`config.mk`:
```
export PLATFORM = sky130hd
export DESIGN_NAME = counter_mix_random_generator
export DESIGN_NICKNAME = d
export VERILOG_FILES = /design/src/rtl/cmrg_pkg.sv /design/src/rtl/cmrg_front.sv /design/src/rtl/cmrg_queue.sv /design/src/rtl/cmrg_back.sv /design/src/rtl/counter_mix_random_generator.sv
export SDC_FILE = /design/constraint.sdc
export NUM_CORES = 2
export LEC_CHECK = 0
export ABC_AREA = 1
export BUFFER_PORTS_ARGS = -buffer_cell sky130_fd_sc_hd__buf_2
export CAP_MARGIN = 25
export CORE_MARGIN = 4
export CORE_UTILIZATION = 53
export DETAILED_ROUTE_END_ITERATION = 8
export MAX_ROUTING_LAYER = met4
export PLACE_DENSITY = 0.69
export SLEW_MARGIN = 30
export SYNTH_ARGS = -nofsm -noshare
export SYNTH_HDL_FRONTEND = slang
export SYNTH_SLANG_ARGS = --single-unit
export TNS_END_PERCENT = 5
```
`constraint.sdc`:
```
create_clock -name clock -period 21.3 [get_ports clock]
set_input_delay 1.065 -clock clock [delete_from_list [all_inputs] [get_ports clock]]
set_output_delay 1.065 -clock clock [all_outputs]
set_load 0.005 [all_outputs]
```
`src/rtl/cmrg_pkg.sv`:
```
// Shared types and constants for the counter-mix random generator.
package cmrg_pkg;

   localparam logic [31:0] WEYL_STEP = 32'h6D2B79F5;
   localparam logic [31:0] MIX_ODD = 32'd61;
   localparam int QUEUE_DEPTH = 2;

   localparam logic [1:0] FUNC_RAW = 2'd0;
   localparam logic [1:0] FUNC_BOUND = 2'd1;
   localparam logic [1:0] FUNC_FLAG = 2'd2;
   localparam logic [1:0] FUNC_ALT = 2'd3;

   typedef struct packed {
      logic [1:0]  func;
      logic [31:0] bound;
      logic [32:0] threshold;
   } req_type;

   typedef struct packed {
      logic [31:0] raw_word;
      logic [31:0] scaled_value;
      logic        hit;
   } rsp_type;

   typedef enum logic [1:0] {
      MODE_RAW,
      MODE_BOUND,
      MODE_FLAG
   } mode_type;

   typedef struct packed {
      mode_type    mode;
      logic [31:0] bound;
      logic [32:0] threshold;
      logic [31:0] state;
   } job_type;

   typedef enum logic [2:0] {
      BK_IDLE,
      BK_MIX1,
      BK_MIX2,
      BK_FOLD,
      BK_SCALE
   } back_state_type;

endpackage

```
`src/rtl/cmrg_front.sv`:
```
// Front end: request intake, state advance and mode decode.
module cmrg_front (
   input  logic              clock,
   input  logic              reset,
   input  logic              csr_we,
   input  logic [31:0]       csr_wdata,
   input  logic              req_push,
   input  cmrg_pkg::req_type req_data,
   input  logic              job_full,
   output logic              req_full,
   output logic              job_push,
   output cmrg_pkg::job_type job_data
);

   logic [31:0]        state_ff;
   logic [31:0]        state_in;
   logic [31:0]        state_next;
   cmrg_pkg::mode_type mode;

   assign req_full = job_full;
   assign job_push = req_push && !job_full;
   assign state_next = state_ff + cmrg_pkg::WEYL_STEP;

   // func code 3 behaves as raw
   always_comb begin
      unique case (req_data.func)
         cmrg_pkg::FUNC_BOUND: mode = cmrg_pkg::MODE_BOUND;
         cmrg_pkg::FUNC_FLAG:  mode = cmrg_pkg::MODE_FLAG;
         cmrg_pkg::FUNC_RAW,
         cmrg_pkg::FUNC_ALT:   mode = cmrg_pkg::MODE_RAW;
         default:              mode = cmrg_pkg::MODE_RAW;
      endcase
   end

   always_comb begin
      job_data.mode = mode;
      job_data.bound = req_data.bound;
      job_data.threshold = req_data.threshold;
      job_data.state = state_next;
   end

   always_comb begin
      state_in = state_ff;
      if (csr_we) begin
         state_in = csr_wdata;
      end else if (job_push) begin
         state_in = state_next;
      end
   end

   always_ff @(posedge clock) begin
      if (reset) begin
         state_ff <= '0;
      end else begin
         state_ff <= state_in;
      end
   end

endmodule

```
`src/rtl/cmrg_queue.sv`:
```
// Small job queue between front and back end.
module cmrg_queue #(
   parameter int DEPTH = cmrg_pkg::QUEUE_DEPTH
) (
   input  logic              clock,
   input  logic              reset,
   input  logic              push,
   input  cmrg_pkg::job_type din,
   output logic              full,
   input  logic              pop,
   output cmrg_pkg::job_type dout,
   output logic              empty
);

   localparam int PTR_W = $clog2(DEPTH);
   localparam int CNT_W = $clog2(DEPTH + 1);

   cmrg_pkg::job_type entry_ff [DEPTH];
   logic [PTR_W-1:0]  wr_ptr_ff, wr_ptr_in;
   logic [PTR_W-1:0]  rd_ptr_ff, rd_ptr_in;
   logic [CNT_W-1:0]  count_ff, count_in;
   logic              do_push, do_pop;

   assign full = (count_ff == CNT_W'(DEPTH));
   assign empty = (count_ff == '0);
   assign do_push = push && !full;
   assign do_pop = pop && !empty;
   assign dout = entry_ff[rd_ptr_ff];

   always_comb begin
      wr_ptr_in = wr_ptr_ff;
      rd_ptr_in = rd_ptr_ff;
      count_in = count_ff;
      if (do_push) begin
         wr_ptr_in = (wr_ptr_ff == PTR_W'(DEPTH - 1)) ? '0 : wr_ptr_ff + 1'b1;
      end
      if (do_pop) begin
         rd_ptr_in = (rd_ptr_ff == PTR_W'(DEPTH - 1)) ? '0 : rd_ptr_ff + 1'b1;
      end
      if (do_push && !do_pop) begin
         count_in = count_ff + 1'b1;
      end else if (do_pop && !do_push) begin
         count_in = count_ff - 1'b1;
      end
   end

   always_ff @(posedge clock) begin
      if (reset) begin
         wr_ptr_ff <= '0;
         rd_ptr_ff <= '0;
         count_ff <= '0;
      end else begin
         wr_ptr_ff <= wr_ptr_in;
         rd_ptr_ff <= rd_ptr_in;
         count_ff <= count_in;
      end
   end

   always_ff @(posedge clock) begin
      if (do_push) begin
         entry_ff[wr_ptr_ff] <= din;
      end
   end

endmodule

```
`src/rtl/cmrg_back.sv`:
```
// Back end: mixing sequencer, scaling and result register.
module cmrg_back (
   input  logic              clock,
   input  logic              reset,
   input  logic              job_empty,
   input  cmrg_pkg::job_type job_data,
   output logic              job_pop,
   output logic              rsp_empty,
   input  logic              rsp_pop,
   output cmrg_pkg::rsp_type rsp_data
);

   cmrg_pkg::back_state_type state_ff, state_in;
   cmrg_pkg::job_type        job_ff, job_in;
   logic [31:0]              mix_ff, mix_in;
   logic [31:0]              prod_ff, prod_in;
   logic [31:0]              word_ff, word_in;
   cmrg_pkg::rsp_type        rsp_ff, rsp_in;
   logic                     rsp_valid_ff, rsp_valid_in;

   logic [31:0] mul_a, mul_b, mul_lo;
   logic [31:0] fold;
   logic [63:0] scale_prod;
   logic        out_free;
   logic        load_rsp;
   cmrg_pkg::rsp_type result;

   assign out_free = !rsp_valid_ff || rsp_pop;
   assign rsp_empty = !rsp_valid_ff;
   assign rsp_data = rsp_ff;

   // one 32x32 low-half multiplier, operands picked by step
   always_comb begin
      if (state_ff == cmrg_pkg::BK_MIX1) begin
         mul_a = mix_ff ^ (mix_ff >> 15);
         mul_b = mix_ff | 32'd1;
      end else begin
         mul_a = mix_ff ^ (mix_ff >> 7);
         mul_b = mix_ff | cmrg_pkg::MIX_ODD;
      end
      mul_lo = mul_a * mul_b;
   end

   assign fold = (mix_ff + prod_ff) ^ mix_ff;
   assign scale_prod = 64'(word_ff) * 64'(job_ff.bound);

   always_comb begin
      result.raw_word = word_ff;
      result.scaled_value = '0;
      result.hit = 1'b0;
      case (job_ff.mode)
         cmrg_pkg::MODE_BOUND: result.scaled_value = scale_prod[63:32];
         cmrg_pkg::MODE_FLAG:  result.hit = ({1'b0, word_ff} < job_ff.threshold);
         default:              result.scaled_value = word_ff;
      endcase
   end

   always_comb begin
      state_in = state_ff;
      job_in = job_ff;
      mix_in = mix_ff;
      prod_in = prod_ff;
      word_in = word_ff;
      job_pop = 1'b0;
      load_rsp = 1'b0;
      unique case (state_ff)
         cmrg_pkg::BK_IDLE: begin
            if (!job_empty) begin
               job_pop = 1'b1;
               job_in = job_data;
               mix_in = job_data.state;
               state_in = cmrg_pkg::BK_MIX1;
            end
         end
         cmrg_pkg::BK_MIX1: begin
            mix_in = mul_lo;
            state_in = cmrg_pkg::BK_MIX2;
         end
         cmrg_pkg::BK_MIX2: begin
            prod_in = mul_lo;
            state_in = cmrg_pkg::BK_FOLD;
         end
         cmrg_pkg::BK_FOLD: begin
            word_in = fold ^ (fold >> 14);
            state_in = cmrg_pkg::BK_SCALE;
         end
         cmrg_pkg::BK_SCALE: begin
            // wait here until the result register can take the transfer
            if (out_free) begin
               load_rsp = 1'b1;
               if (!job_empty) begin
                  job_pop = 1'b1;
                  job_in = job_data;
                  mix_in = job_data.state;
                  state_in = cmrg_pkg::BK_MIX1;
               end else begin
                  state_in = cmrg_pkg::BK_IDLE;
               end
            end
         end
         default: state_in = cmrg_pkg::BK_IDLE;
      endcase
   end

   always_comb begin
      rsp_in = rsp_ff;
      rsp_valid_in = rsp_valid_ff;
      if (load_rsp) begin
         rsp_in = result;
         rsp_valid_in = 1'b1;
      end else if (rsp_pop) begin
         rsp_valid_in = 1'b0;
      end
   end

   always_ff @(posedge clock) begin
      if (reset) begin
         state_ff <= cmrg_pkg::BK_IDLE;
         rsp_valid_ff <= 1'b0;
      end else begin
         state_ff <= state_in;
         rsp_valid_ff <= rsp_valid_in;
      end
   end

   always_ff @(posedge clock) begin
      job_ff <= job_in;
      mix_ff <= mix_in;
      prod_ff <= prod_in;
      word_ff <= word_in;
      rsp_ff <= rsp_in;
   end

endmodule

```
`src/rtl/counter_mix_random_generator.sv`:
```
// Top level of the counter-mix random generator.
//
// Mulberry32-style generator behind queue-style ports. A request transfer
// (req_push while req_full is low) advances the 32-bit state by the Weyl
// step right away and drops a job into a short queue; the back end then
// mixes the state into a 32-bit word and forms the result: raw word (func
// 0 or 3), (word*bound)>>32 (func 1) or word<threshold flag (func 2). The
// result sits in an output register while rsp_empty is low and leaves on
// rsp_pop. The back end steps MIX1, MIX2, FOLD, SCALE (two dependent
// multiplies, fold, scale multiply, one step per cycle; SCALE waits while
// the output register is full) and starts a new job only after finishing one.
// The queue holds QUEUE_DEPTH jobs so requests keep flowing while results
// wait. Writing csr_wdata with csr_we loads the state; write only while no
// request is in flight. Reset sets the state to 0.
module counter_mix_random_generator #(
   parameter int QUEUE_DEPTH = cmrg_pkg::QUEUE_DEPTH
) (
   input  logic              clock,
   input  logic              reset,
   // seed register
   input  logic              csr_we,
   input  logic [31:0]       csr_wdata,
   // request side
   input  logic              req_push,
   input  cmrg_pkg::req_type req_data,
   output logic              req_full,
   // result side
   output logic              rsp_empty,
   input  logic              rsp_pop,
   output cmrg_pkg::rsp_type rsp_data
);

   logic              job_push, job_full;
   logic              job_pop, job_empty;
   cmrg_pkg::job_type job_in_data, job_out_data;

   // front: state advance per transfer, func decode
   cmrg_front u_front (
      .clock     (clock),
      .reset     (reset),
      .csr_we    (csr_we),
      .csr_wdata (csr_wdata),
      .req_push  (req_push),
      .req_data  (req_data),
      .job_full  (job_full),
      .req_full  (req_full),
      .job_push  (job_push),
      .job_data  (job_in_data)
   );

   // decouples intake from the multi-cycle mix
   cmrg_queue #(
      .DEPTH (QUEUE_DEPTH)
   ) u_queue (
      .clock (clock),
      .reset (reset),
      .push  (job_push),
      .din   (job_in_data),
      .full  (job_full),
      .pop   (job_pop),
      .dout  (job_out_data),
      .empty (job_empty)
   );

   // back: mix, scale, hold result
   cmrg_back u_back (
      .clock     (clock),
      .reset     (reset),
      .job_empty (job_empty),
      .job_data  (job_out_data),
      .job_pop   (job_pop),
      .rsp_empty (rsp_empty),
      .rsp_pop   (rsp_pop),
      .rsp_data  (rsp_data)
   );

endmodule

```
==> reports/results.tsv <==
stage	metric	value	unit
clock_network	clockBufferDepth	3	
setup_path	startpoint_type	register	
setup_path	crit_fanout	55	
floorplanning	die_h	372.9	microns
global_route	grt_remaining_overflow	0	
setup_path	worst-r2r-setup-slack	11710	ps
place	gp_congestion	1.001	
layout	num-fill-cells	11940	
yosys	synth_largest_area_cell	fa_1	
timing	slew_headroom	29.26	%
routing	antenna_left	0	
clock_network	cts_setup_buffers	0	
yosys	synth.distinct_cells	55	
place	dp.cells	10020	
yosys	syn_area	70590	sq um
timing	setup_viol	0	
layout	drive_gt1_share	4.835	%
timing	hold_violations	0	
place	dpl.hpwl	173000	microns
clock_network	cts_buffers	50	
yosys	ys.flop_type	edfxtp_1	
setup_path	reg2reg_to	u_back.mix_ff[30]$_DFFE_PP_	
timing	fin_crit	9594	ps
layout	instances_no_fill	10120	
floorplanning	design.core.area	132000	sq um
routing	drt_pass1_iterations	5	
clock_network	clk_pin_slew_worst_paths	60	ps
yosys	postSynthAreaPerCell	8.471	sq um
layout	nets	10170	
clock_network	cts_hold_buf	0	
global_route	grt_pass1_vias	57880	
setup_path	critPathMaxStageDelay	900	ps
yosys	syn-instance-count	8333	
timing	tns	0	ps
layout	post-route-util	56.67	%
floorplanning	rows	133	
yosys	ys_seq_elements	467	
setup_path	rr_worst_depth	29	
routing	drt_drc_violations_left	0	
yosys	syn_nets	10190	
yosys	synthTopCellsByCount	nand2_1 (2206), inv_1 (2195), fa_1 (1304)	
clock_network	cts_tree	yes	
timing	skew	33.46	ps
status	status	completed	
clock_network	ctsRootBufferMaster	clkbuf_16	
setup_path	critPathMostFrequentCell	fa_1	
routing	num_vias	55250	
setup_path	arrival	9940	ps
worst_hold_path	min_delay_path_depth	2	
setup_path	path_class	reg -> reg	
yosys	yosysSeqAreaShare	19.29	%
setup_path	slowest_stage	clkinv_1	
yosys	synth_top_cell_area_share	36.98	%
floorplanning	die-width	372.9	microns
layout	multi_input_area	47330	sq um
timing	grt_setup_unrepaired	false	
routing	via_per_inst	5.462	
place	dp_slack	11920	ps
place	io_buffers	170	
routing	wl_per_cell	22.30	microns
clock_network	cts_resized	0	
yosys	ys_top_cells_by_area	fa_1 (37%), edfxtp_1 (18%), nand2_1 (12%)	
timing	worst_slew_pin_slew	1055	ps
floorplanning	ios	171	
timing	slew_violations	0	
worst_hold_path	min_to	u_back.job_ff[98]$_DFFE_PP_	
clock_network	clk_latency	650	ps
worst_hold_path	holdCritStartpoint	u_queue.entry_ff[1][98]$_DFFE_PP_	
timing	setup_slack	11710	ps
routing	drt_iter0_drc	5219	
global_route	grt_pass1_wl	348400	microns
yosys	synth_edf_count	426	
layout	area_growth	5.940	%
routing	wirelength	225600	microns
setup_path	critPathRequiredTime	21640	ps
floorplanning	initial_core_util	53.49	%
run	maxCapViolCount	0	
global_route	grt_max_degree	62	
global_route	grtUsageTotal	33.81	%
floorplanning	die_area	139100	sq um
worst_hold_path	hp-class	reg -> reg	
timing	fmax	0.1042	GHz
yosys	synth_async_sr_flop_share	0	%
timing	period_share	45.04	%
yosys	yosysMostFrequentCell	nand2_1	
layout	seq_area	13620	sq um
clock_network	cts_htree_levels	2	
clock_network	clkSinkCount	467	
yosys	yosys_warnings	0	
setup_path	timing.rr.start	u_back.state_ff[2]$_SDFFE_PP0P_	
setup_path	crit_path_end_kind	register	
global_route	antenna_found_initial	18	
flip-flops by register name, summed over array words and instances (netlist names), named ones only:
register,count
u_back.rsp_valid_ff,1
u_queue.wr_ptr_ff,1
u_back.state_ff,3
u_back.word_ff,32
u_back.job_ff,67
u_back.rsp_data,65
u_queue.count_ff,2
u_back.prod_ff,32
u_front.state_ff,32
u_queue.rd_ptr_ff,1
u_back.mix_ff,32
u_queue.entry_ff,198
area by class of cell:
cell class	instances	share of cell area, %
tap	1755	2.936
multi-input combinational	5303	63.30
antenna	6	0.02008
timing repair buffer	282	2.272
clock inverter	31	0.4350
clock buffer	59	1.718
sequential	467	18.21
inverter	2213	11.11
logic make-up (layout without fill, tap and decap cells):
group | after synthesis | count (layout) | share of synthesized area [%]
simple gates | 2872 | 2872 | 15.77
buf+inv | 2563 | 2585 | 13.72
flops | 467 | 467 | 19.29
other cells | 0 | 6 | 0
mux | 3 | 3 | 0.04254
fa+ha+maj | 1753 | 1753 | 44.94
compound gates | 506 | 506 | 4.121
xor+xnor | 169 | 169 | 2.118
how the worst max path moves through the flow:
stage                               startpoint                           to  slack, ps  cells after the start
4_1_cts        u_back.state_ff[2]$_SDFFE_PP0P_  u_back.mix_ff[30]$_DFFE_PP_      11830                     29
2_1_floorplan  u_back.state_ff[1]$_SDFFE_PP0P_  u_back.mix_ff[30]$_DFFE_PP_      14070                     30
3_3_place_gp        u_back.mix_ff[1]$_DFFE_PP_  u_back.mix_ff[30]$_DFFE_PP_      11730                     31
5_1_grt        u_back.state_ff[2]$_SDFFE_PP0P_  u_back.mix_ff[30]$_DFFE_PP_      11140                     31
3_5_place_dp   u_back.state_ff[2]$_SDFFE_PP0P_  u_back.mix_ff[30]$_DFFE_PP_      11920                     29
6_report       u_back.state_ff[2]$_SDFFE_PP0P_  u_back.mix_ff[30]$_DFFE_PP_      11710                     29
placed cells by master (no fill, tap or decap), types with 19 or more instances in the layout:
master,instances
dfxtp_1,40
inv_1,2193
nand3_1,108
nor2_1,464
xor2_1,108
a31oi_1,72
nand2_1,2206
a21oi_1,201
buf_4,111
clkinv_1,19
xnor2_1,59
edfxtp_1,426
fa_1,1304
o21a_1,20
clkbuf_16,50
ha_1,449
o21ai_0,125
nor3_1,27
buf_2,170
critical path: cells and delay by family (launching register included):
kind / cells / cell delay [ps]
flops: 1 / 320
fa+ha+maj: 9 / 4430
xor+xnor: 1 / 160
simple gates: 10 / 2320
compound gates: 2 / 200
buf+inv: 7 / 1810
stage by stage:
stage                     hold slack (ps)  area (sq um)
after detailed placement            475.1         73150
after floorplan                     455.0         70590
after global routing                502.5         74770
after global placement              462.4         73130
final                               492.6         74780
after CTS                           481.0         74760
layer usage:
metal | routed length (microns) | share of wire, % | up-vias | global-route usage, %
li1 | - | - | 24260 | -
met1 | 91630 | 41 | 27690 | 45.71
met2 | 101800 | 45 | 2800 | 51.34
met3 | 23560 | 10 | 499 | 7.231
met4 | 8631 | 3.8 | 0 | 10.97
met5 | 0 | 0 | - | -
Power is not shown: default switching activity piles up to over one toggle a cycle in this logic, so the estimate is an artifact.
